[src/hw/rtl/jacobi_stencil_sweep_top_defines.svh]
// ----------------------------------------------------------------------------
// jacobi stencil sweep assertion macros
// shared concurrent check wrappers, clocked on clk, off during reset
// ----------------------------------------------------------------------------
`ifndef JACOBI_STENCIL_SWEEP_TOP_DEFINES_SVH
`define JACOBI_STENCIL_SWEEP_TOP_DEFINES_SVH

// property holds at every edge outside reset
`define JSS_ASSERT(lbl, prop, msg) \
    lbl: assert property (@(posedge clk) disable iff (!rst_n) prop) else $error(msg);

// consequent holds in the cycle after the antecedent
`define JSS_ASSERT_NEXT(lbl, ante, cons, msg) \
    lbl: assert property (@(posedge clk) disable iff (!rst_n) (ante) |=> (cons)) \
        else $error(msg);

`endif

[src/hw/rtl/jss_pkg.sv]
// ----------------------------------------------------------------------------
// jss_pkg
// shared types and constants of the jacobi stencil sweep block
// ----------------------------------------------------------------------------
package jss_pkg;

    // field widths on the ports
    localparam int SAMPLE_W   = 23;
    localparam int ROW_W      = 16;
    localparam int OUT_COL_W  = 9;
    localparam int GW_W       = 10;
    localparam int GH_W       = 16;
    localparam int TOL_W      = 23;
    localparam int CFG_DATA_W = 23;
    localparam int CFG_IDX_W  = 2;
    localparam int S_TDATA_W  = 24;
    localparam int M_TDATA_W  = 72;

    typedef logic [CFG_IDX_W-1:0] cfg_idx_t;

    // register indexes
    localparam cfg_idx_t CFG_GRID_WIDTH  = 2'd0;
    localparam cfg_idx_t CFG_GRID_HEIGHT = 2'd1;
    localparam cfg_idx_t CFG_TOLERANCE   = 2'd2;

    // register reset values
    localparam logic [GW_W-1:0]  GRID_WIDTH_RST  = 10'd500;
    localparam logic [GH_W-1:0]  GRID_HEIGHT_RST = 16'd500;
    localparam logic [TOL_W-1:0] TOLERANCE_RST   = 23'd66;

    typedef struct packed {
        logic [GW_W-1:0]  grid_width;
        logic [GH_W-1:0]  grid_height;
        logic [TOL_W-1:0] tolerance;
    } cfg_t;

    // position info of the item at the head of the scan
    typedef struct packed {
        logic [ROW_W-1:0] out_row;
        logic             emit;
        logic             boundary;
        logic             done;
    } pos_t;

    typedef struct packed {
        logic [SAMPLE_W-1:0]  new_value;
        logic [ROW_W-1:0]     out_row;
        logic [OUT_COL_W-1:0] out_col;
        logic                 sweep_done;
        logic [SAMPLE_W-1:0]  max_change;
        logic                 converged;
    } res_t;

endpackage

[src/hw/rtl/jss_cfg_regs.sv]
// ----------------------------------------------------------------------------
// jss_cfg_regs
// configuration register file: grid width, grid height, tolerance
// ----------------------------------------------------------------------------
module jss_cfg_regs (
    input  logic                          clk,
    input  logic                          rst_n,
    input  logic                          cfg_we,
    input  jss_pkg::cfg_idx_t             cfg_index,
    input  logic [jss_pkg::CFG_DATA_W-1:0] cfg_data,
    output jss_pkg::cfg_t                 cfg
);

    import jss_pkg::*;

    cfg_t cfg_reg;
    cfg_t cfg_next;

    always_comb
    begin
        cfg_next = cfg_reg;
        if (cfg_we)
        begin
            unique case (cfg_index)
                CFG_GRID_WIDTH:  cfg_next.grid_width  = cfg_data[GW_W-1:0];
                CFG_GRID_HEIGHT: cfg_next.grid_height = cfg_data[GH_W-1:0];
                CFG_TOLERANCE:   cfg_next.tolerance   = cfg_data[TOL_W-1:0];
                default:         cfg_next = cfg_reg;
            endcase
        end
    end

    always_ff @(posedge clk or negedge rst_n)
    begin
        if (!rst_n)
        begin
            cfg_reg.grid_width  <= GRID_WIDTH_RST;
            cfg_reg.grid_height <= GRID_HEIGHT_RST;
            cfg_reg.tolerance   <= TOLERANCE_RST;
        end
        else
        begin
            cfg_reg <= cfg_next;
        end
    end

    assign cfg = cfg_reg;

endmodule

[config.mk]
export PLATFORM = sky130hd
export DESIGN_NAME = jss_cfg_regs
export DESIGN_NICKNAME = d
export VERILOG_FILES = /design/src/hw/rtl/jacobi_stencil_sweep_top_defines.svh /design/src/hw/rtl/jss_pkg.sv /design/src/hw/rtl/jss_cfg_regs.sv
export SDC_FILE = /design/constraint.sdc
export NUM_CORES = 1
export LEC_CHECK = 0
export BUFFER_PORTS_ARGS = -buffer_cell sky130_fd_sc_hd__buf_2
export CORE_ASPECT_RATIO = 1.5
export CORE_UTILIZATION = 28
export DETAILED_ROUTE_END_ITERATION = 8
export PLACE_DENSITY = 0.61
export SYNTH_ARGS = -nofsm -noshare
export SYNTH_HDL_FRONTEND = slang
export SYNTH_SLANG_ARGS = --single-unit
export TNS_END_PERCENT = 30
[constraint.sdc]
create_clock -name clk -period 1 [get_ports clk]
set_clock_uncertainty 0.15 [all_clocks]
set_input_delay 0 -clock clk [delete_from_list [all_inputs] [get_ports clk]]
set_output_delay 0 -clock clk [all_outputs]
set_load 0.05 [all_outputs]
==> PnR_summary.wiki <==
{| class="wikitable"
! Metric !! Value
|-
| IR Drop Worst-Case VDD || just over 1 mV
|-
| Power density over cell area || ~2100 nW/um^2
|-
| Vias per Instance || 4.33
|-
| Number of buffers on the longest clock path || 2
|-
| Max-capacitance violation count || 0
|-
| Type of the tightest min-delay check || primary input to async pin
|-
| Worst R2R Start || cfg[30]
|-
| Synthesized Nets || around 130
|-
| CTS clk-pin slew, worst paths || around 90 ps
|-
| Total number of placement rows || 37
|-
| Level count of the clock H-tree || 2
|-
| Iteration-0 DRC Markers || between 40 and 50
|-
| Instance area at placement || about 2700 sq um
|-
| Number of global-route vias before repair || around 1400
|-
| Max incr delay on CP || 560 ps
|-
| Die width || approximately 70 um
|-
| Status || complete, but fails checks
|-
| Worst slew margin relative to its limit || roughly three quarters
|-
| Sort of element at the end of the critical path || primary output
|-
| TritonCTS clock tree || built
|-
| Minimum setup slack in the final design || -155 ps
|-
| Critical-path cell list || buf_8
|-
| Post-synthesis cell area || approximately 2000 sq um
|-
| Top-Level Pins || 77
|-
| Depth of the most critical reg-to-reg path || 2
|-
| Flip-flop count of the largest register after layout || just under 50
|-
| GR Util met1 || 17.6%
|-
| Antenna violations before repair || 0
|-
| Kind of launch point of the worst setup path || register
|-
| Slack of the worst reg-to-reg path || 0 ps
|-
| Half-perimeter wire length after detailed placement || between 3000 and 4000 um
|-
| Violations in the final reports || design-rule violations, negative setup slack
|-
| Setup violations, final || between 50 and 60
|-
| Die span in y || roughly 110 um
|-
| Yosys top cell area share || a little over two fifths
|-
| Crit path max fanout || 2
|-
| Average detailed-routed wire length per instance || 15.4 um
|-
| Remaining antenna violation count || 0
|-
| Effective utilization at floorplan || roughly 29%
|-
| Clock latency at the later pin of the worst-skew pair || 290 ps
|-
| Synthesized instance count || 105
|-
| Static power due to leakage || around 1.6 nW
|-
| Clock sinks || between 40 and 50
|-
| Die outline area || between 7000 and 8000 sq um
|-
| Post-route core utilization || roughly 50%
|-
| Synth area leader || dfrtp_1
|-
| Critical path's top delay family || flip-flops
|-
| Remaining Overflow, GRT || 0
|-
| Post-synth cell types || 7
|-
| ANT cells || 0
|-
| CP arrival || ~1000 ps
|-
| Critical path's slowest cell || dfstp_2
|-
| Tcrit/Tclk final || 116%
|-
| Total number of nets in the final design || approximately 250
|-
| Layout Area Growth over Synthesis || 70.4%
|-
| Aggregate global-route resource usage || a little over an eighth
|-
| Most used routing layer in global routing || met2
|-
| Clk root buf || clkbuf_8
|-
| Routability-driven placement congestion ratio || roughly 0.7
|-
| Post-synthesis register bit count || about 50
|-
| Fmax || 866 MHz
|-
| Routed WL || 4650 um
|-
| Via count || between 1000 and 1500
|-
| Top area cells in the synthesized netlist || dfrtp_1 (44%), mux2_4 (22%), dfstp_2 (18%)
|-
| Max-slew violation count || 0
|-
| Global routing met2 resource utilization || 22.5%
|-
| CTS buffer count || 5
|-
| Detailed Routing Iterations Pass 1 || 6
|-
| Endpoint of the worst-slack reg-to-reg timing path || cfg[30]
|-
| Core Region || 6900 sq um
|-
| First-pass GRT wire length || 7670 um
|-
| Met3 GRT Util || 2.39%
|-
| Pin count of the biggest net entering global routing || 24
|-
| Layout cells sized above 1 || around nine tenths
|-
| PortBufs || 76
|-
| Critical path start-end classification || register to primary output
|-
| Final min period || approximately 1200 ps
|-
| Post-route cell area || about 3400 sq um
|-
| Measured slew at the worst slew-check pin || about 350 ps
|-
| Number of buffer and inverter stages on the critical path || 1
|-
| Required arrival time at the worst endpoint || about 850 ps
|-
| Fraction of the yosys area taken by sequential cells || between 60 and 70%
|-
| Number of remaining DRC errors || 5
|-
| # fillers || between 500 and 600
|-
| Setup repair after global routing missed its margin || yes
|-
| Mean post-synth cell area || ~19 sq um
|-
| Hold Violations, Final || 0
|-
| Number of warnings reported in the yosys synthesis log || 0
|}
-- cells by family (layout without fill, tap and decap cells) --
group / after synthesis / in the layout / synth area share [%]
muxes: 49 / 49 / 33.1
DFF: 49 / 49 / 62.0
buffers and inverters: 4 / 123 / 2.25
and+or+nand+nor: 3 / 3 / 2.62
-- placed cells by master (no fill, tap or decap), drive strengths merged --
| cell type | Yosys | routed |
|---|---|---|
| buf | 4 | 91 |
| mux2 | 49 | 49 |
| dfrtp | 35 | 35 |
| dlygate4sd3 | 0 | 24 |
| dfstp | 14 | 14 |
| clkbuf | 0 | 7 |
| nand3b | 2 | 2 |
| nor3b | 1 | 1 |
| clkinvlp | 0 | 1 |
-- how the worst max path moves through the flow --
stage | end | slack (ps) | from | depth (start not counted)
after floorplan | cfg[41] | -70 | cfg[41] | 1
after global placement | cfg[42] | -150 | cfg_index[0] | 4
after detailed placement | cfg[39] | -170 | cfg_index[0] | 4
after CTS | cfg[30] | -180 | cfg[30] | 1
after global routing | cfg[25] | -200 | cfg[25] | 1
final | cfg[30] | -160 | cfg[30] | 1
-- power by group --
part | total [mW] | switching (mW) | leakage [nW] | internal [mW]
clock network | 1.12 | 0.626 | 0.0385 | 0.496
logic | 3.28 | 1.79 | 1.08 | 1.49
registers | 2.80 | 0.309 | 0.525 | 2.49
total | 7.20 | 2.72 | 1.64 | 4.48
-- cell type report --
cell class,count,area [sq um],area share (%)
clock buffer,7,76.3,2.23
clock inverter,1,7.51,0.220
multi-input combinational,52,769,22.5
sequential,49,1290,37.7
tap,78,97.6,2.86
timing repair buffer,115,1180,34.5
-- repair_timing --
| action | CTS | global route |
|---|---|---|
| hold buffers | 24 | 0 |
| setup buffers | 3 | 2 |
| resized for setup | 112 | 0 |
| endpoints found under the setup margin | 49 | 52 |
| endpoints found under the hold margin | 98 | 0 |
-- layer usage --
layer / vias up / share of wire [%]
met5: - / 0
met3: 2 / 3.4
li1: 602 / -
met4: 0 / 0.92
met1: 661 / 43
met2: 42 / 53
-- cells in the mapped netlist, drive strengths merged --
cell     n
buf      4
dfrtp   35
dfstp   14
mux2    49
nand3b   2
nor3b    1
-- per-stage QoR --
step / hold WS, ps / setup WS [ps] / power, mW / TNS (ps) / instances
finish: 26.0 / -155 / 7.20 / -2490 / 302
global route: 21.0 / -196 / 7.52 / -4630 / 302
CTS: -12.3 / -176 / 7.26 / -3260 / 300
detailed placement: -224 / -169 / 5.31 / -4760 / 265
global placement: -233 / -151 / 5.29 / -4170 / 265
floorplan: -446 / -67.5 / 4.68 / -2700 / 105
(Power assumes the default switching activity.)
