File: src/hw/rtl/jacobi_stencil_sweep_top_defines.svh
// ----------------------------------------------------------------------------
// jacobi stencil sweep assertion macros
// shared concurrent check wrappers, clocked on clk, off during reset
// ----------------------------------------------------------------------------
`ifndef JACOBI_STENCIL_SWEEP_TOP_DEFINES_SVH
`define JACOBI_STENCIL_SWEEP_TOP_DEFINES_SVH

// property holds at every edge outside reset
`define JSS_ASSERT(lbl, prop, msg) \
    lbl: assert property (@(posedge clk) disable iff (!rst_n) prop) else $error(msg);

// consequent holds in the cycle after the antecedent
`define JSS_ASSERT_NEXT(lbl, ante, cons, msg) \
    lbl: assert property (@(posedge clk) disable iff (!rst_n) (ante) |=> (cons)) \
        else $error(msg);

`endif

File: src/hw/rtl/jss_pkg.sv
// ----------------------------------------------------------------------------
// jss_pkg
// shared types and constants of the jacobi stencil sweep block
// ----------------------------------------------------------------------------
package jss_pkg;

    // field widths on the ports
    localparam int SAMPLE_W   = 23;
    localparam int ROW_W      = 16;
    localparam int OUT_COL_W  = 9;
    localparam int GW_W       = 10;
    localparam int GH_W       = 16;
    localparam int TOL_W      = 23;
    localparam int CFG_DATA_W = 23;
    localparam int CFG_IDX_W  = 2;
    localparam int S_TDATA_W  = 24;
    localparam int M_TDATA_W  = 72;

    typedef logic [CFG_IDX_W-1:0] cfg_idx_t;

    // register indexes
    localparam cfg_idx_t CFG_GRID_WIDTH  = 2'd0;
    localparam cfg_idx_t CFG_GRID_HEIGHT = 2'd1;
    localparam cfg_idx_t CFG_TOLERANCE   = 2'd2;

    // register reset values
    localparam logic [GW_W-1:0]  GRID_WIDTH_RST  = 10'd500;
    localparam logic [GH_W-1:0]  GRID_HEIGHT_RST = 16'd500;
    localparam logic [TOL_W-1:0] TOLERANCE_RST   = 23'd66;

    typedef struct packed {
        logic [GW_W-1:0]  grid_width;
        logic [GH_W-1:0]  grid_height;
        logic [TOL_W-1:0] tolerance;
    } cfg_t;

    // position info of the item at the head of the scan
    typedef struct packed {
        logic [ROW_W-1:0] out_row;
        logic             emit;
        logic             boundary;
        logic             done;
    } pos_t;

    typedef struct packed {
        logic [SAMPLE_W-1:0]  new_value;
        logic [ROW_W-1:0]     out_row;
        logic [OUT_COL_W-1:0] out_col;
        logic                 sweep_done;
        logic [SAMPLE_W-1:0]  max_change;
        logic                 converged;
    } res_t;

endpackage

File: src/hw/rtl/jss_scan.sv
// ----------------------------------------------------------------------------
// jss_scan
// raster position counters and line store read address for the next column
// ----------------------------------------------------------------------------
module jss_scan #(
    parameter int MAX_WIDTH = 512
) (
    input  logic                         clk,
    input  logic                         rst_n,
    input  jss_pkg::cfg_t                cfg,
    input  logic                         accept,
    output jss_pkg::pos_t                pos,
    output logic [$clog2(MAX_WIDTH)-1:0] col,
    output logic [$clog2(MAX_WIDTH)-1:0] rd_addr
);

    import jss_pkg::*;

    localparam int COL_W = $clog2(MAX_WIDTH);
    localparam int WCMP  = (COL_W + 1 > GW_W) ? COL_W + 1 : GW_W;

    logic [COL_W-1:0] col_reg;
    logic [COL_W-1:0] col_next;
    logic [ROW_W-1:0] row_reg;
    logic [ROW_W-1:0] row_next;
    logic [WCMP-1:0]  gw;
    logic [WCMP-1:0]  w_use;
    logic [WCMP-1:0]  w_last;
    logic [GH_W-1:0]  h_use;
    logic [GH_W-1:0]  h_last;
    logic             last_col;
    logic             last_row;

    always_comb
    begin
        gw = WCMP'(cfg.grid_width);
        priority if (gw < WCMP'(3))
        begin
            w_use = WCMP'(3);
        end
        else if (gw > WCMP'(MAX_WIDTH))
        begin
            w_use = WCMP'(MAX_WIDTH);
        end
        else
        begin
            w_use = gw;
        end
        w_last = w_use - WCMP'(1);
        h_use  = (cfg.grid_height < GH_W'(3)) ? GH_W'(3) : cfg.grid_height;
        h_last = h_use - GH_W'(1);

        // a column at or past the last one ends the row
        last_col = (WCMP'(col_reg) >= w_last);
        last_row = (row_reg >= h_last);

        // the last column fetches column 0 ahead of the next row
        col_next = last_col ? '0 : col_reg + COL_W'(1);
        row_next = row_reg;
        if (last_col)
        begin
            row_next = last_row ? '0 : row_reg + ROW_W'(1);
        end

        pos.out_row  = row_reg - ROW_W'(1);
        pos.emit     = (row_reg >= ROW_W'(2));
        pos.boundary = (col_reg == '0) || last_col;
        pos.done     = last_col && last_row;
    end

    always_ff @(posedge clk or negedge rst_n)
    begin
        if (!rst_n)
        begin
            col_reg <= '0;
            row_reg <= '0;
        end
        else if (accept)
        begin
            col_reg <= col_next;
            row_reg <= row_next;
        end
    end

    assign col     = col_reg;
    assign rd_addr = col_next;

endmodule

File: config.mk
export PLATFORM = sky130hd
export DESIGN_NAME = jss_scan
export DESIGN_NICKNAME = d
export VERILOG_FILES = /design/src/hw/rtl/jacobi_stencil_sweep_top_defines.svh /design/src/hw/rtl/jss_pkg.sv /design/src/hw/rtl/jss_scan.sv
export SDC_FILE = /design/constraint.sdc
export NUM_CORES = 1
export LEC_CHECK = 0
export CAP_MARGIN = 20
export CORE_AREA = 3 3 73 75
export CTS_BUF_LIST = sky130_fd_sc_hd__clkbuf_8
export DETAILED_ROUTE_END_ITERATION = 12
export DIE_AREA = 0 0 76 78
export DONT_BUFFER_PORTS = 1
export PLACE_DENSITY = 0.74
export SETUP_SLACK_MARGIN = 0.02
export SYNTH_ARGS = -nofsm -noshare
export SYNTH_HDL_FRONTEND = slang
export SYNTH_SLANG_ARGS = --single-unit
File: constraint.sdc
create_clock -name clk -period 6 [get_ports clk]
set_input_delay 0.9 -clock clk [delete_from_list [all_inputs] [get_ports clk]]
set_output_delay 0.9 -clock clk [all_outputs]
set_load 0.005 [all_outputs]
==> results of run 1 <==
## area by class of cell
cell class                      count  area, um^2  area share (%)
Clock buffer                        3        41.3            1.42
Clock inverter                      1        3.75           0.129
Inverter                           17        63.8            2.20
Multi-Input combinational cell    295        2060            71.0
Sequential cell                    25         626            21.6
Tap cell                           67        83.8            2.89
Timing Repair Buffer                3        22.5           0.777
## power by group
part	switching [mW]	leakage, nW	internal (mW)
combinational	0.331	0.838	0.274
clock	0.0524	0.0269	0.0458
sequential	0.176	0.278	0.240
## cell usage after synthesis (all sizes together), types with 3 or more instances
cell type  number
ha             32
nor2           31
dfrtp          25
nand2          24
xnor2          23
inv            17
o31ai          16
nor3           15
clkbuf         13
nand3          13
xor2           13
and3           12
a21oi          11
a22oi          10
nor4            9
o22ai           8
or3             8
buf             7
nand4           7
o21ai           7
and2            5
or4             5
a21o            4
nand2b          4
a211oi          3
a32oi           3
nand3b          3
nor2b           3
nor3b           3
o21a            3
or2             3
## worst paths after layout
check	slack [ns]	cells after the start	endpoint	from
max	0.73	14	pos[0]	cfg[29]
min	0.31	0	row_reg[12]	rst_n
max reg2reg	3.01	7	row_reg[2]	row_reg[6]
min reg2reg	0.63	1	row_reg[15]	row_reg[15]
max in group asynchronous	5.60	0	col[2]	rst_n
min in group clk	0.63	1	row_reg[15]	row_reg[15]
## kinds of logic (layout without fill, tap and decap cells)
logic type,Yosys count,in the layout
AND/OR/NAND/NOR,150,150
buffers and inverters,37,24
AO/OA/AOI/OAI,74,74
flip-flops,25,25
adder cells (fa/ha/maj),32,32
multiplexers,3,3
XOR/XNOR,36,36
## routing by layer
layer	part of all wire (%)	vias up	wire (um)	global-route usage, %
met5	0	-	0	0
met4	0.55	0	36	5.25
met3	5.6	3	369	3.36
met2	44	74	2850	36.4
met1	50	1197	3270	32.1
li1	-	1291	-	-
==> metrics.md, run 1 <==
| Metric | Value |
|---|---|
| GRT Total Usage | `approximately 23%` |
| Yosys warns | `0` |
| Setup CP Type | `in -> out` |
| Crit-path cells | `or4_4 -> or4_4 -> nor3_1 -> nor2_1 -> ha_1 -> nand2b_1 -> nor4_1 -> xnor2_1 -> ha_1 -> and4_1 -> a221o_1 -> o21ai_1 -> nand2_1 -> and2_1` |
| DR pass1 iterations | `4` |
| Die height | `just under 80 um` |
| Clk_lat worst skew | `roughly 0.27 ns` |
| Slowest cell delay on critical path | `~0.54 ns` |
| Synth cell types | `49` |
| Fin util | `between 60% and 70%` |
| Largest net degree at the start of global routing | `26` |
| Cell Area, Synth | `~2800 um^2` |
| Core Region | `4720 um^2` |
| Starting Density | `between 60% and 70%` |
| Post-place setup slack | `0.649 ns` |
| Fraction of the mapped netlist area in simple logic gates | `roughly 28%` |
| Top Family by Delay on Critical Path | `simple AND/OR/NAND/NOR gates` |
| I/O pin count | `89` |
| Clk sinks | `25` |
| Most frequent cells in the layout | `ha_1 (32), nor2_1 (31), dfrtp_1 (25)` |
| Worst Setup Slack, final | `about 0.73 ns` |
| Vias in the first global route | `approximately 2500` |
| WP data required | `approximately 5.1 ns` |
| Setup violations, final | `0` |
| Layout cell share with drive strength beyond 1 | `3.49%` |
| DP Area | `2850 um^2` |
| CTS tree | `done` |
| Worst slew pin tran | `about 0.77 ns` |
| First-pass GRT wire length | `around 11 mm` |
| Outcome | `complete, no violations` |
| Num rows | `25` |
| Cts hold-fix bufs | `0` |
| Layout Skew | `around 0.010 ns` |
| Routed vias/inst | `about 6.2` |
| Iter 0 DRT Violations | `between 100 and 150` |
| WP data arrival | `between 4 and 5 ns` |
| Worst rel slew slack | `between 40 and 50%` |
| Synth Area in XOR/XNOR | `11.1%` |
| Post-CTS Setup Repair Bufs | `0` |
| Crit start category | `input port` |
| Area growth, synth to finish | `2.21%` |
| Post-synth top flop | `dfrtp_1` |
| Post-layout min period | `5.27 ns` |
| Max FFs per register | `16` |
| Pwr/cell area | `a little under 400 nW/um^2` |
| # Max-Cap Violations | `0` |
| CTS clk-pin slew, worst paths | `roughly 0.09 ns` |
| Slowest-stage cell, CP | `or4_4` |
| FILL cells | `approximately 440` |
| Vias | `about 2600` |
| Largest family of logic cells by synthesized area | `simple AND/OR/NAND/NOR gates` |
| I/O Buffers | `0` |
| Finished Cell Area | `around 2900 um^2` |
| Worst setup EP type | `output port` |
| Final Max Tran Viols | `0` |
| Post-route DRC | `0` |
| Full die area | `around 5900 um^2` |
| Final worst-path cycle share | `between 80% and 90%` |
| Initial antenna violation count | `0` |
| Fin Setup TNS | `0 ns` |
| Commonest non-fill, non-tap cell in the layout | `ha_1` |
| Post-DRT Antenna Nets | `0` |
| Top-area cell type share of the netlist area | `between 20% and 30%` |
| Synthesis-stage register bit count | `25` |
| CTS root buf | `clkbuf_8` |
| Syn_area_per_cell | `about 8 um^2` |
| Cell taking the most area after synthesis | `dfrtp_1` |
| CP bufs+invs | `0` |
| Dpl cells | `slightly above 400` |
| Overall power | `1.12 mW` |
| Critical path peak fanout | `8` |
| Hold WC Path Type | `in -> async` |
| Cells after Synth | `between 300 and 400` |
| EDFF count, synth | `0` |
| Asr flop ratio synth | `100%` |
| Post_cts resized | `0` |
| Final GP Congestion | `~0.80` |
| Final nets | `~430` |
| Post-detail-place hpwl | `between 5 and 6 mm` |
| Die width | `76 um` |
| F_max | `190 MHz` |
| Leakage Power | `1.14 nW` |
| Worst vdd ir | `between 200 and 250 uV` |
| Final cell count without fillers | `a little over 400` |
| CTS max path bufs | `2` |
| Final WL | `6.53 mm` |
| Overflow after GRT | `0` |
| Number of diodes | `0` |
| Total CTS buffers | `3` |
| Compound-Gate Fraction of Synth Area | `about 18%` |
| Dominant cells by area after synthesis | `dfrtp_1 (22%), ha_1 (14%), xnor2_1 (7.1%)` |
| H-tree Lvls | `1` |
| Hold Fails Final Rpt | `0` |
| RSZ-0062 raised after global routing | `false` |
| Mux cell area share after synthesis | `1.10%` |
| Wirelength per Cell | `around 16 um` |
| Syn_nets | `approximately 440` |
| Hold slack final | `0.308 ns` |
| Register area share after synthesis | `approximately 22%` |
| Post-Synth Adder-Cell Area | `between 10% and 20%` |
Note: power is estimated with default switching activity, not from simulation.
==> inputs of run 2 (changes only) <==
--- a/config.mk
+++ b/config.mk
@@ -6,12 +6,14 @@
 export NUM_CORES = 1
 export LEC_CHECK = 0
 export CAP_MARGIN = 20
-export CORE_AREA = 3 3 73 75
+export CELL_PAD_IN_SITES_DETAIL_PLACEMENT = 2
+export CELL_PAD_IN_SITES_GLOBAL_PLACEMENT = 2
+export CORE_AREA = 3 3 92 94
 export CTS_BUF_LIST = sky130_fd_sc_hd__clkbuf_8
 export DETAILED_ROUTE_END_ITERATION = 12
-export DIE_AREA = 0 0 76 78
+export DIE_AREA = 0 0 95 97
 export DONT_BUFFER_PORTS = 1
-export PLACE_DENSITY = 0.74
+export PLACE_DENSITY_LB_ADDON = 0.1
 export SETUP_SLACK_MARGIN = 0.02
 export SYNTH_ARGS = -nofsm -noshare
 export SYNTH_HDL_FRONTEND = slang
==> metrics.md, run 2 (synthesized netlist as in run 1, its figures left out) <==
| Metric | Value |
|---|---|
| Outcome | `complete, no violations` |
| Crit-path cells | `or4_4 -> or4_4 -> nor3_1 -> nor2_1 -> ha_1 -> nand2b_1 -> nor4_1 -> xnor2_1 -> ha_1 -> and4_1 -> a221o_1 -> o21ai_1 -> nand2_1 -> and2_1` |
| Slowest cell delay on critical path | `about 0.54 ns` |
| Final WL | `about 8.6 mm` |
| RSZ-0062 raised after global routing | `false` |
| Area growth, synth to finish | `4.28%` |
| Die width | `95 um` |
| Comb pwr share | `a little over half` |
| Dpl cells | `between 400 and 500` |
| Wirelength per Cell | `between 15 and 20 um` |
| Post-detail-place hpwl | `between 6 and 7 mm` |
| Fin util | `a little under two fifths` |
| Pwr/cell area | `~390 nW/um^2` |
| Worst rel slew slack | `between 50% and 60%` |
| Total CTS buffers | `3` |
| H-tree Lvls | `1` |
| Initial antenna violation count | `0` |
| FILL cells | `~890` |
| Crit start category | `input port` |
| Final Max Tran Viols | `0` |
| Cts hold-fix bufs | `0` |
| Leakage Power | `roughly 1.2 nW` |
| Layout cell share with drive strength beyond 1 | `approximately 4%` |
| Overall power | `1.16 mW` |
| Slowest-stage cell, CP | `or4_4` |
| Routed vias/inst | `about 6.0` |
| Worst slew pin tran | `between 0.6 and 0.7 ns` |
| Area occupied by multi-input gates | `2060 um^2` |
| Post-route DRC | `0` |
| DR pass1 iterations | `4` |
| Vias in the first global route | `approximately 2900` |
| Post-CTS Setup Repair Bufs | `0` |
| Setup CP Type | `in -> out` |
| I/O pin count | `89` |
| Psw | `roughly 0.6 mW` |
| Vias | `2679` |
| Hold Fails Final Rpt | `0` |
| Final GP Congestion | `~0.74` |
| GRT Total Usage | `a little under a fifth` |
| Clk_lat worst skew | `~0.27 ns` |
| Fin Setup TNS | `0 ns` |
| CTS clk-pin slew, worst paths | `around 0.090 ns` |
| WP data arrival | `4.46 ns` |
| Iter 0 DRT Violations | `116` |
| Final cell count without fillers | `448` |
| Clk pwr share | `between 8 and 9%` |
| Die height | `approximately 97 um` |
| Internal Power | `between 0.5 and 0.6 mW` |
| Final worst-path cycle share | `roughly 90%` |
| Layout Skew | `about 0.0042 ns` |
| Largest net degree at the start of global routing | `26` |
| Worst vdd ir | `roughly 140 uV` |
| First-pass GRT wire length | `around 14 mm` |
| Worst Setup Slack, final | `between 0.6 and 0.7 ns` |
| Overflow after GRT | `0` |
| CTS root buf | `clkbuf_8` |
| R2r setup slk | `a little over 3 ns` |
| Critical path peak fanout | `8` |
| Core Region | `around 7700 um^2` |
| Clk sinks | `25` |
| # Max-Cap Violations | `0` |
| Post_cts resized | `0` |
| Full die area | `roughly 9000 um^2` |
| Switch share | `between 50% and 60%` |
| Worst setup EP type | `output port` |
| Final nets | `approximately 430` |
| Post-DRT Antenna Nets | `0` |
| Post-layout min period | `~5.4 ns` |
| Commonest non-fill, non-tap cell in the layout | `ha_1` |
| Hold slack final | `between 0.3 and 0.4 ns` |
| WP data required | `just over 5 ns` |
| CTS tree | `done` |
| I/O Buffers | `0` |
| Setup violations, final | `0` |
| Starting Density | `between 30% and 40%` |
| Num rows | `32` |
| DP Area | `2910 um^2` |
| Reg power frac | `between 30% and 40%` |
| CTS max path bufs | `2` |
| Finished Cell Area | `around 3000 um^2` |
| Post-place setup slack | `between 0.6 and 0.7 ns` |
| Number of diodes | `0` |
| Hold WC Path Type | `in -> async` |
| Max FFs per register | `16` |
| Reg area | `approximately 630 um^2` |
| F_max | `about 190 MHz` |
| Most frequent cells in the layout | `ha_1 (32), nor2_1 (31), dfrtp_1 (25)` |
## run 2: changes by cell type in the layout (fill, tap and decap cells not counted)
cell / change
buf_4: +2
## run 2: layer usage
metal	wire (um)	global-route usage, %
met1	4410	27.9
met2	3920	30.8
met3	275	1.79
met4	45	2.33
met5	0	0
## run 2: cell type report
cell class | count | share of cell area [%]
Inverter | 17 | 2.16
Multi-Input combinational cell | 295 | 69.6
Tap cell | 102 | 4.31
Timing Repair Buffer | 5 | 1.27
Clock inverter | 1 | 0.127
Clock buffer | 3 | 1.40
Sequential cell | 25 | 21.2
## run 2: power by group through the flow
stage | logic (mW) | clock network [mW] | registers (mW)
finish | 0.636 | 0.102 | 0.426
global route | 0.738 | 0.114 | 0.451
CTS | 0.651 | 0.106 | 0.429
detailed placement | 0.646 | 0 | 0.432
global placement | 0.608 | 0 | 0.425
floorplan | 0.563 | 0 | 0.321
## run 2: path summary, 6_finish.rpt
kind                             from          end  depth (start not counted)
max                           cfg[29]       pos[0]                         14
min                             rst_n  row_reg[13]                          0
max reg2reg                row_reg[6]   row_reg[8]                          8
min reg2reg                row_reg[0]   row_reg[0]                          1
max in group asynchronous       rst_n       col[3]                          0
min in group clk           row_reg[0]   row_reg[0]                          1
## run 2: critical path: cells and delay by family
kind	cells	cell delay, ns
AND/OR/NAND/NOR	9	2.30
AO/OA/AOI/OAI	2	0.54
XOR/XNOR	1	0.19
adder cells (fa/ha/maj)	2	0.51
