**config.mk**
```make
export PLATFORM = sky130hd
export DESIGN_NAME = jss_stencil
export DESIGN_NICKNAME = d
export VERILOG_FILES = /design/src/hw/rtl/jss_pkg.sv /design/src/hw/rtl/jss_stencil.sv
export VERILOG_INCLUDE_DIRS = /design/src /design/src/hw/rtl
export SDC_FILE = /design/constraint.sdc
export NUM_CORES = 1
export LEC_CHECK = 0
export ABC_CLOCK_PERIOD_IN_PS = 10400
export BUFFER_PORTS_ARGS = -buffer_cell sky130_fd_sc_hd__buf_2
export CAP_MARGIN = 20
export CORE_MARGIN = 2
export CORE_UTILIZATION = 57
export CTS_CLUSTER_SIZE = 28
export DETAILED_ROUTE_END_ITERATION = 10
export GPL_TIMING_DRIVEN = 0
export PLACE_DENSITY = 0.82
export SETUP_SLACK_MARGIN = 0.5
export SLEW_MARGIN = 25
export SYNTH_ARGS = -nofsm -noshare
export SYNTH_HDL_FRONTEND = slang
export SYNTH_SLANG_ARGS = --single-unit
```
**constraint.sdc**
```tcl
create_clock -name clk -period 10.4 [get_ports clk]
set_clock_uncertainty 0.15 [all_clocks]
set_input_delay 1.04 -clock clk [delete_from_list [all_inputs] [get_ports clk]]
set_output_delay 1.04 -clock clk [all_outputs]
set_load 0.02 [all_outputs]
```
**src/hw/rtl/jacobi_stencil_sweep_top_defines.svh**
```systemverilog
// ----------------------------------------------------------------------------
// jacobi stencil sweep assertion macros
// shared concurrent check wrappers, clocked on clk, off during reset
// ----------------------------------------------------------------------------
`ifndef JACOBI_STENCIL_SWEEP_TOP_DEFINES_SVH
`define JACOBI_STENCIL_SWEEP_TOP_DEFINES_SVH

// property holds at every edge outside reset
`define JSS_ASSERT(lbl, prop, msg) \
    lbl: assert property (@(posedge clk) disable iff (!rst_n) prop) else $error(msg);

// consequent holds in the cycle after the antecedent
`define JSS_ASSERT_NEXT(lbl, ante, cons, msg) \
    lbl: assert property (@(posedge clk) disable iff (!rst_n) (ante) |=> (cons)) \
        else $error(msg);

`endif

```
**src/hw/rtl/jss_pkg.sv**
```systemverilog
// ----------------------------------------------------------------------------
// jss_pkg
// shared types and constants of the jacobi stencil sweep block
// ----------------------------------------------------------------------------
package jss_pkg;

    // field widths on the ports
    localparam int SAMPLE_W   = 23;
    localparam int ROW_W      = 16;
    localparam int OUT_COL_W  = 9;
    localparam int GW_W       = 10;
    localparam int GH_W       = 16;
    localparam int TOL_W      = 23;
    localparam int CFG_DATA_W = 23;
    localparam int CFG_IDX_W  = 2;
    localparam int S_TDATA_W  = 24;
    localparam int M_TDATA_W  = 72;

    typedef logic [CFG_IDX_W-1:0] cfg_idx_t;

    // register indexes
    localparam cfg_idx_t CFG_GRID_WIDTH  = 2'd0;
    localparam cfg_idx_t CFG_GRID_HEIGHT = 2'd1;
    localparam cfg_idx_t CFG_TOLERANCE   = 2'd2;

    // register reset values
    localparam logic [GW_W-1:0]  GRID_WIDTH_RST  = 10'd500;
    localparam logic [GH_W-1:0]  GRID_HEIGHT_RST = 16'd500;
    localparam logic [TOL_W-1:0] TOLERANCE_RST   = 23'd66;

    typedef struct packed {
        logic [GW_W-1:0]  grid_width;
        logic [GH_W-1:0]  grid_height;
        logic [TOL_W-1:0] tolerance;
    } cfg_t;

    // position info of the item at the head of the scan
    typedef struct packed {
        logic [ROW_W-1:0] out_row;
        logic             emit;
        logic             boundary;
        logic             done;
    } pos_t;

    typedef struct packed {
        logic [SAMPLE_W-1:0]  new_value;
        logic [ROW_W-1:0]     out_row;
        logic [OUT_COL_W-1:0] out_col;
        logic                 sweep_done;
        logic [SAMPLE_W-1:0]  max_change;
        logic                 converged;
    } res_t;

endpackage

```
**src/hw/rtl/jss_stencil.sv**
```systemverilog
// ----------------------------------------------------------------------------
// jss_stencil
// five-point update stage, running max of change, line store write back and
// output register
// ----------------------------------------------------------------------------
`include "jacobi_stencil_sweep_top_defines.svh"

module jss_stencil #(
    parameter int MAX_WIDTH  = 512,
    parameter int VALUE_BITS = 23
) (
    input  logic                         clk,
    input  logic                         rst_n,
    input  logic                         s_tvalid,
    output logic                         s_tready,
    input  logic [VALUE_BITS-1:0]        sample,
    input  jss_pkg::pos_t                pos,
    input  logic [$clog2(MAX_WIDTH)-1:0] col,
    input  logic [$clog2(MAX_WIDTH)-1:0] rd_addr,
    input  logic [jss_pkg::TOL_W-1:0]    tolerance,
    input  logic [2*VALUE_BITS-1:0]      rd_data,
    output logic                         accept,
    output logic                         ram_we,
    output logic [$clog2(MAX_WIDTH)-1:0] ram_waddr,
    output logic [2*VALUE_BITS-1:0]      ram_wdata,
    output logic                         m_tvalid,
    input  logic                         m_tready,
    output jss_pkg::res_t                res
);

    import jss_pkg::*;

    localparam int COL_W = $clog2(MAX_WIDTH);
    localparam int SUM_W = VALUE_BITS + 2;
    localparam int CMP_W = (VALUE_BITS > TOL_W) ? VALUE_BITS : TOL_W;

    logic                  s1_valid_reg;
    pos_t                  s1_pos_reg;
    logic [COL_W-1:0]      s1_col_reg;
    logic [VALUE_BITS-1:0] s1_sample_reg;
    logic [VALUE_BITS-1:0] north_reg;
    logic [VALUE_BITS-1:0] centre_reg;
    logic [VALUE_BITS-1:0] west_reg;
    logic [VALUE_BITS-1:0] max_reg;
    logic [VALUE_BITS-1:0] max_next;
    logic                  out_valid_reg;
    res_t                  out_reg;
    res_t                  out_next;

    logic                  s1_adv;
    logic                  s1_emit;
    logic                  out_free;
    logic [VALUE_BITS-1:0] east;
    logic [SUM_W-1:0]      sum;
    logic [VALUE_BITS-1:0] avg;
    logic [VALUE_BITS-1:0] nv;
    logic [VALUE_BITS-1:0] diff;
    logic [VALUE_BITS-1:0] max_upd;

    assign s1_emit  = s1_valid_reg && s1_pos_reg.emit;
    assign out_free = !out_valid_reg || m_tready;
    assign s1_adv   = !s1_emit || out_free;
    assign s_tready = s1_adv;
    assign accept   = s_tvalid && s_tready;

    // the read issued with this item returns the next column: east here,
    // north and centre for the item that follows
    always_comb
    begin
        east = rd_data[VALUE_BITS-1:0];
        sum  = SUM_W'(s1_sample_reg) + SUM_W'(north_reg)
             + SUM_W'(west_reg) + SUM_W'(east);
        avg  = sum[SUM_W-1:2];
        nv   = s1_pos_reg.boundary ? centre_reg : avg;
        diff = (avg >= centre_reg) ? avg - centre_reg : centre_reg - avg;
        max_upd = (!s1_pos_reg.boundary && diff > max_reg) ? diff : max_reg;
        max_next = s1_pos_reg.done ? '0 : max_upd;

        out_next.new_value  = SAMPLE_W'(nv);
        out_next.out_row    = s1_pos_reg.out_row;
        out_next.out_col    = OUT_COL_W'(s1_col_reg);
        out_next.sweep_done = s1_pos_reg.done;
        out_next.max_change = s1_pos_reg.done ? SAMPLE_W'(max_upd) : '0;
        out_next.converged  = s1_pos_reg.done
                              && (CMP_W'(max_upd) < CMP_W'(tolerance));
    end

    assign ram_we    = s1_valid_reg && s1_adv;
    assign ram_waddr = s1_col_reg;
    assign ram_wdata = {centre_reg, s1_sample_reg};

    always_ff @(posedge clk or negedge rst_n)
    begin
        if (!rst_n)
        begin
            s1_valid_reg  <= 1'b0;
            out_valid_reg <= 1'b0;
            max_reg       <= '0;
        end
        else
        begin
            if (s1_adv)
            begin
                s1_valid_reg <= accept;
            end
            if (out_free)
            begin
                out_valid_reg <= s1_emit;
            end
            if (s1_emit && out_free)
            begin
                max_reg <= max_next;
            end
        end
    end

    always_ff @(posedge clk)
    begin
        if (accept)
        begin
            s1_pos_reg    <= pos;
            s1_col_reg    <= col;
            s1_sample_reg <= sample;
            north_reg     <= rd_data[2*VALUE_BITS-1:VALUE_BITS];
            centre_reg    <= rd_data[VALUE_BITS-1:0];
            west_reg      <= centre_reg;
        end
        if (s1_emit && out_free)
        begin
            out_reg <= out_next;
        end
    end

    assign m_tvalid = out_valid_reg;
    assign res      = out_reg;

    `JSS_ASSERT(a_no_rw_collision, (ram_we && accept) |-> (ram_waddr != rd_addr), "line store read and write hit the same column")
    `JSS_ASSERT_NEXT(a_max_cleared, s1_emit && out_free && s1_pos_reg.done, max_reg == '0, "running max not cleared after sweep end")
    `JSS_ASSERT(a_max_only_on_done, (out_valid_reg && !out_reg.sweep_done) |-> (out_reg.max_change == '0 && !out_reg.converged), "sweep summary set on a result that is not the last")

endmodule

```
==> reports/metrics.csv, run 1 <==
stage,metric,value,unit
global_route,grt_overflow_total,0,
route,dr.pass1.iters,5,
final_layout,drive_gt1_frac,0.275,
route,routed-via-count,10400,
setup_path,critPathLaunchType,primary input,
clock_tree,cts.path.max_buffers,3,
clock_tree,htree_levels,1,
timing,report.final.slew_viol_count,0,
synth,synth_seq_cells,218,
route,drt_iter0_drc,630,
global_route,antenna_found_initial,0,
setup_path,criticalPathCategory,in2reg,
placement,port_buffers,255,
synth,syn_nets,1545,
placement,place.gp.congestion,0.889,
setup_path,worst_setup_path_end_kind,flip-flop,
synth,synth-warning-count,0,
floorplanning,io_pins,265,
timing,slew_headroom,0.474,
synth,yosysUniqueCellTypes,74,
outcome,outcome,finished clean,
clock_tree,cts_tree,done,
synth,yosysMostFrequentCell,inv_1,
timing,holdWs,267,ps
setup_path,ff2ff_setup_slack,970,ps
floorplanning,fp-row-count,56,
timing,min_period,9620,ps
synth,synth_top_area_cell,edfxtp_1,
timing,rsz0062_at_grt,false,
final_layout,register_area,6420,um2
global_route,grt_max_degree,57,
final_layout,largest_reg_flops,73,
setup_path,critPathArrivalTime,9850,ps
clock_tree,clock_latency,530,ps
route,ant_nets,0,
route,dr_wl_met3,2190,um
hold_path,hold_class,reg2reg,
route,dr.max_layer_used,met4,
synth,ys_top_cells_by_count,"inv_1, edfxtp_1, ha_1",
timing,setup_viol,0,
route,avgRoutedWirePerCell,17.4,um
route,dr_wl_met2,16200,um
final_layout,fin_area,16900,um2
clock_tree,cts_inserted_buffers,24,
setup_path,cpMaxStageDelayCell,fa_1,
route,drc,0,
run,cap_violations,0,
synth,avgSynthCellArea,10.9,um2
placement,dpl.hpwl,25000,um
final_layout,antennaDiodeCount,0,
timing,worst_pin_slew,789,ps
global_route,grt_pass1_wl,50900,um
floorplanning,die_w,159,um
synth,ys_seq_area_frac,0.469,
hold_path,min_from,out_next[47],
floorplanning,start_util,0.581,
setup_path,cpPeakStageDelay,530,ps
global_route,grt_pass1_vias,10500,
synth,synth_top_area_share,0.423,
floorplanning,core,23500,um2
synth,synth_top_flop_cell,edfxtp_1,
clock_tree,path_clk_slew,60,ps
synth,synth.area.top_cells,"edfxtp_1, ha_1, fa_1",
setup_path,crit_required,10630,ps
final_layout,multi_input_comb_area,6600,um2
final_layout,fin_nets,1849,
timing,hold_viol_final,0,
timing,max_freq,104,MHz
setup_path,crit_start,rd_data[8],
clock_tree,cts_sinks,218,
synth,syn_area,13700,um2
floorplanning,die_area,25300,um2
synth,synth_cells,1251,
timing,fin_crit_sh,0.925,
floorplanning,chipHeight,159,um
setup_path,crit_fanout,10,
setup_path,r2r_start,s1_sample_reg[8],
route,vias_per_cell,5.50,
clock_tree,cts-root-buf,clkbuf_16,
synth,synth-async-reset-ratio,0.115,
final_layout,nFillCells,1724,
synth,synth-edff-count,193,
final_layout,area_delta_synth_final,23.7,%
clock_tree,postCtsHoldBufs,0,
route,wl_met1,13400,um
placement,place_area,15500,um2
global_route,track_usage,0.249,
route,finalWirelength,33000,um
==> worst max-delay path: cells and delay by family <==
family | cells | cell delay, ps
adders and majority gates | 6 | 2220
AOI/OAI and AO/OA | 14 | 2910
muxes | 1 | 190
and+or+nand+nor | 9 | 1510
xor gates and xnor gates | 2 | 540
buffers and inverters | 11 | 1400
==> kinds of logic (layout without fill, tap and decap cells) <==
logic type	Yosys count	count (layout)	synth area share
adders and majority gates	161	161	0.174
buffers and inverters	263	585	0.0802
and+or+nand+nor	232	232	0.0822
muxes	26	26	0.0202
AOI/OAI and AO/OA	310	310	0.147
xor gates and xnor gates	41	41	0.0279
DFF	218	218	0.469
==> area by class of cell <==
type                    instances  share of cell area
multi-input cells             770               0.390
flip-flops and latches        218               0.379
repair buffers                278              0.0931
inverters                     215              0.0477
clock buffers                  29              0.0378
well taps                     319              0.0236
plain buffers                  48              0.0204
clock inverters                15             0.00842
==> layer usage <==
layer  GRT usage  vias up
met5           0        -
met4      0.0959        0
met3      0.0435       81
met2       0.440      398
met1       0.308     4946
li1            -     4987
==> placed cells by master, fill, tap and decap left out, types with 5 or more instances in the layout <==
master	Yosys	layout
mux2i_2	2	7
xor2_2	2	5
nand3_1	19	19
dfrtp_1	25	25
nand4_1	16	16
clkbuf_16	0	27
or3_1	5	5
fa_1	48	47
a211oi_1	24	24
a31oi_1	10	10
nand3b_1	6	6
mux2i_4	0	7
xnor2_2	1	12
a22o_1	5	5
xor2_1	17	14
o21ai_1	10	11
mux2i_1	20	8
a21oi_1	93	90
nor2b_1	5	5
a21o_1	28	28
clkinv_2	0	6
o21a_1	9	9
buf_2	16	269
nor2_1	53	52
nor3_1	10	8
buf_4	12	28
edfxtp_1	193	193
nand2_1	82	79
and3_1	9	8
xnor2_1	21	8
clkbuf_1	14	13
ha_1	113	108
buf_6	6	9
inv_1	215	215
clkinv_1	0	6
and2_1	8	7
o21ai_0	70	66
o21bai_1	9	9
==> timing repair <==
item / CTS / global route
setup buffers: 3 / 13
setup endpoints to repair: 1 / 1
gates resized for setup: 24 / 74
gates cloned: 0 / 2
endpoints found under the hold margin: 0 / 0
pin swaps: 1 / 29
==> worst paths after layout <==
kind                               endpoint  cells past startpoint
worst max-delay path                 res[0]                     43
worst min-delay path                res[47]                      0
worst max register to register       res[0]                     42
worst min register to register      res[47]                      0
max in group asynchronous       max_reg[19]                      1
min in group asynchronous        max_reg[0]                      1
==> through the flow <==
stage	setup TNS [ps]	worst slack, ps	util	instances
6_report	0	781	0.719	1892
2_1_floorplan	0	945	-	1251
3_5_place_dp	-676	-676	0.658	1830
4_1_cts	0	524	0.698	1877
5_1_grt	0	431	0.719	1892
3_3_place_gp	-471	-471	0.652	1825
Power of run 1 is left out: the tool's default activity adds up to more than one toggle a clock period on the data nets, which glitch-free logic cannot reach.
==> run 2: changes to the inputs <==
--- a/config.mk
+++ b/config.mk
@@ -10,11 +10,11 @@
 export BUFFER_PORTS_ARGS = -buffer_cell sky130_fd_sc_hd__buf_2
 export CAP_MARGIN = 20
 export CORE_MARGIN = 2
-export CORE_UTILIZATION = 57
+export CORE_UTILIZATION = 23
 export CTS_CLUSTER_SIZE = 28
 export DETAILED_ROUTE_END_ITERATION = 10
 export GPL_TIMING_DRIVEN = 0
-export PLACE_DENSITY = 0.82
+export PLACE_DENSITY = 0.4
 export SETUP_SLACK_MARGIN = 0.5
 export SLEW_MARGIN = 25
 export SYNTH_ARGS = -nofsm -noshare
==> run 2 against run 1 <==
Against the previous run:
- non-clock buffer count up 13
- final area up 6.5%
- fmax up 1.2%
- routed wire length up 22%
- via count down 1.6%
- worst setup slack better by 110 ps
==> reports/metrics.csv, run 2 (synthesis results as in run 1) <==
stage,metric,value,unit,change
outcome,outcome,finished clean,,
route,ant_nets,0,,unchanged
final_layout,layout_common_cells,"buf_2, inv_1, edfxtp_1",,
final_layout,final_common_cell,buf_2,,
timing,setup_viol,0,,unchanged
clock_tree,htree_levels,1,,unchanged
setup_path,cpPeakStageDelay,530,ps,about the same
floorplanning,die_area,61500,um2,+140%
setup_path,worst_setup_path_end_kind,flip-flop,,
timing,report.final.slew_viol_count,0,,unchanged
clock_tree,cts-root-buf,clkbuf_16,,
floorplanning,io_pins,265,,unchanged
timing,max_freq,105,MHz,+1.2%
hold_path,hold_class,reg2reg,,
placement,place.gp.congestion,0.864,,-2.7%
timing,worst_pin_slew,908,ps,+119 ps
clock_tree,cts_inserted_buffers,28,,+17%
placement,dpl.hpwl,31600,um,+26%
setup_path,r2r_end,res[0],,
route,drc,0,,unchanged
final_layout,area_delta_synth_final,31.8,%,
timing,slew_headroom,0.395,,-0.0793
placement,dp_slack,-1200,ps,-521 ps
global_route,grt_pass1_wl,60700,um,+19%
route,vias_per_cell,4.33,,-21%
setup_path,crit_fanout,10,,unchanged
setup_path,criticalPathCategory,in2reg,,
setup_path,critPathLaunchType,primary input,,
global_route,antenna_found_initial,0,,unchanged
timing,rsz0062_at_grt,false,,
route,drt_iter0_drc,535,,-15%
timing,min_period,9510,ps,-111 ps
timing,hold_viol_final,0,,unchanged
setup_path,r2r_start,s1_sample_reg[8],,
floorplanning,chipHeight,248,um,+56%
floorplanning,die_w,248,um,+56%
final_layout,antennaDiodeCount,0,,unchanged
setup_path,cpMostUsedCell,inv_1,,
floorplanning,start_util,0.232,,-0.349
run,cap_violations,0,,unchanged
setup_path,ff2ff_setup_slack,1090,ps,+120 ps
floorplanning,core,58900,um2,+150%
route,dr.pass1.iters,4,,-1
global_route,grt_pass1_vias,10400,,-1.3%
final_layout,fin_nets,1866,,+0.92%
hold_path,hold_end,res[49],,
route,avgRoutedWirePerCell,17.1,um,-2.1%
setup_path,crit_required,10670,ps,+40 ps
hold_path,min_from,out_next[49],,
timing,worst_slack,892,ps,+111 ps
floorplanning,fp-row-count,89,,+59%
hold_path,min_delay_path_depth,0,,unchanged
global_route,track_usage,0.128,,-0.121
clock_tree,cts_tree,done,,
setup_path,critPathArrivalTime,9780,ps,-70 ps
clock_tree,clock_latency,570,ps,+40 ps
final_layout,largest_reg_flops,73,,unchanged
clock_tree,cts_sinks,218,,unchanged
route,routed-via-count,10200,,-1.6%
clock_tree,path_clk_slew,60,ps,about the same
clock_tree,cts.path.max_buffers,3,,unchanged
clock_tree,postCtsHoldBufs,0,,unchanged
setup_path,r2r.worst_path.cells,44,,+4.8%
setup_path,cpMaxStageDelayCell,fa_1,,
final_layout,nFillCells,6132,,+260%
route,finalWirelength,40400,um,+22%
global_route,grt_overflow_total,0,,unchanged
global_route,grt_max_degree,48,,-16%
placement,port_buffers,255,,unchanged
timing,fin_crit_sh,0.914,,-0.0107
final_layout,drive_gt1_frac,0.308,,+0.0325
-- run 2: cell types whose count changed in the layout (fill, tap and decap cells not counted), sizes merged --
cell,before,now
clkinvlp,0,4
buf,313,324
bufinv,3,4
clkbuf,42,45
-- run 2: timing repair --
item | CTS | global route
cloned | 0 | 2
pin swaps | 14 | 43
endpoints found under the setup margin | 1 | 1
buffers inserted | 10 | 18
resized for setup | 43 | 102
-- run 2: metal layers --
layer | vias up | part of all wire | GRT usage
met5 | - | 0 | 0
met4 | 0 | 0.029 | 0.0410
met3 | 64 | 0.046 | 0.0216
met2 | 214 | 0.48 | 0.214
met1 | 4936 | 0.45 | 0.169
li1 | 5033 | - | -
-- run 2: worst max-delay path by stage --
stage,from,endpoint
after floorplan,rd_data[8],res[0]
after global placement,rd_data[2],res[0]
after detailed placement,rd_data[2],res[0]
after CTS,rd_data[8],res[0]
after global routing,rd_data[10],res[0]
final,rd_data[10],res[0]
-- run 2: cell type report --
type / instances / area, um2 / area share
plain buffers: 48 / 353 / 0.0196
clock buffers: 30 / 729 / 0.0404
clock inverters: 20 / 221 / 0.0123
inverters: 215 / 807 / 0.0447
multi-input cells: 770 / 6860 / 0.380
flip-flops and latches: 218 / 6420 / 0.356
well taps: 773 / 967 / 0.0536
repair buffers: 291 / 1690 / 0.0935
-- run 2: worst max-delay path, delay by kind of cell --
family                     cells  cell delay (ps)
muxes                          1              270
and+or+nand+nor               12             1980
AOI/OAI and AO/OA             15             2980
xor gates and xnor gates       2              460
buffers and inverters          8              830
adders and majority gates      6             2180
-- run 2: stage by stage --
step	utilization	setup TNS (ps)	instances	hold slack, ps	cell area (um2)
floorplan	-	0	1251	250	13700
global placement	0.270	-1060	2279	251	15900
detailed placement	0.273	-1200	2285	255	16100
CTS	0.294	0	2345	269	17300
global route	0.306	0	2365	273	18000
finish	0.306	0	2365	269	18000
Power of run 2 is left out for the same reason.
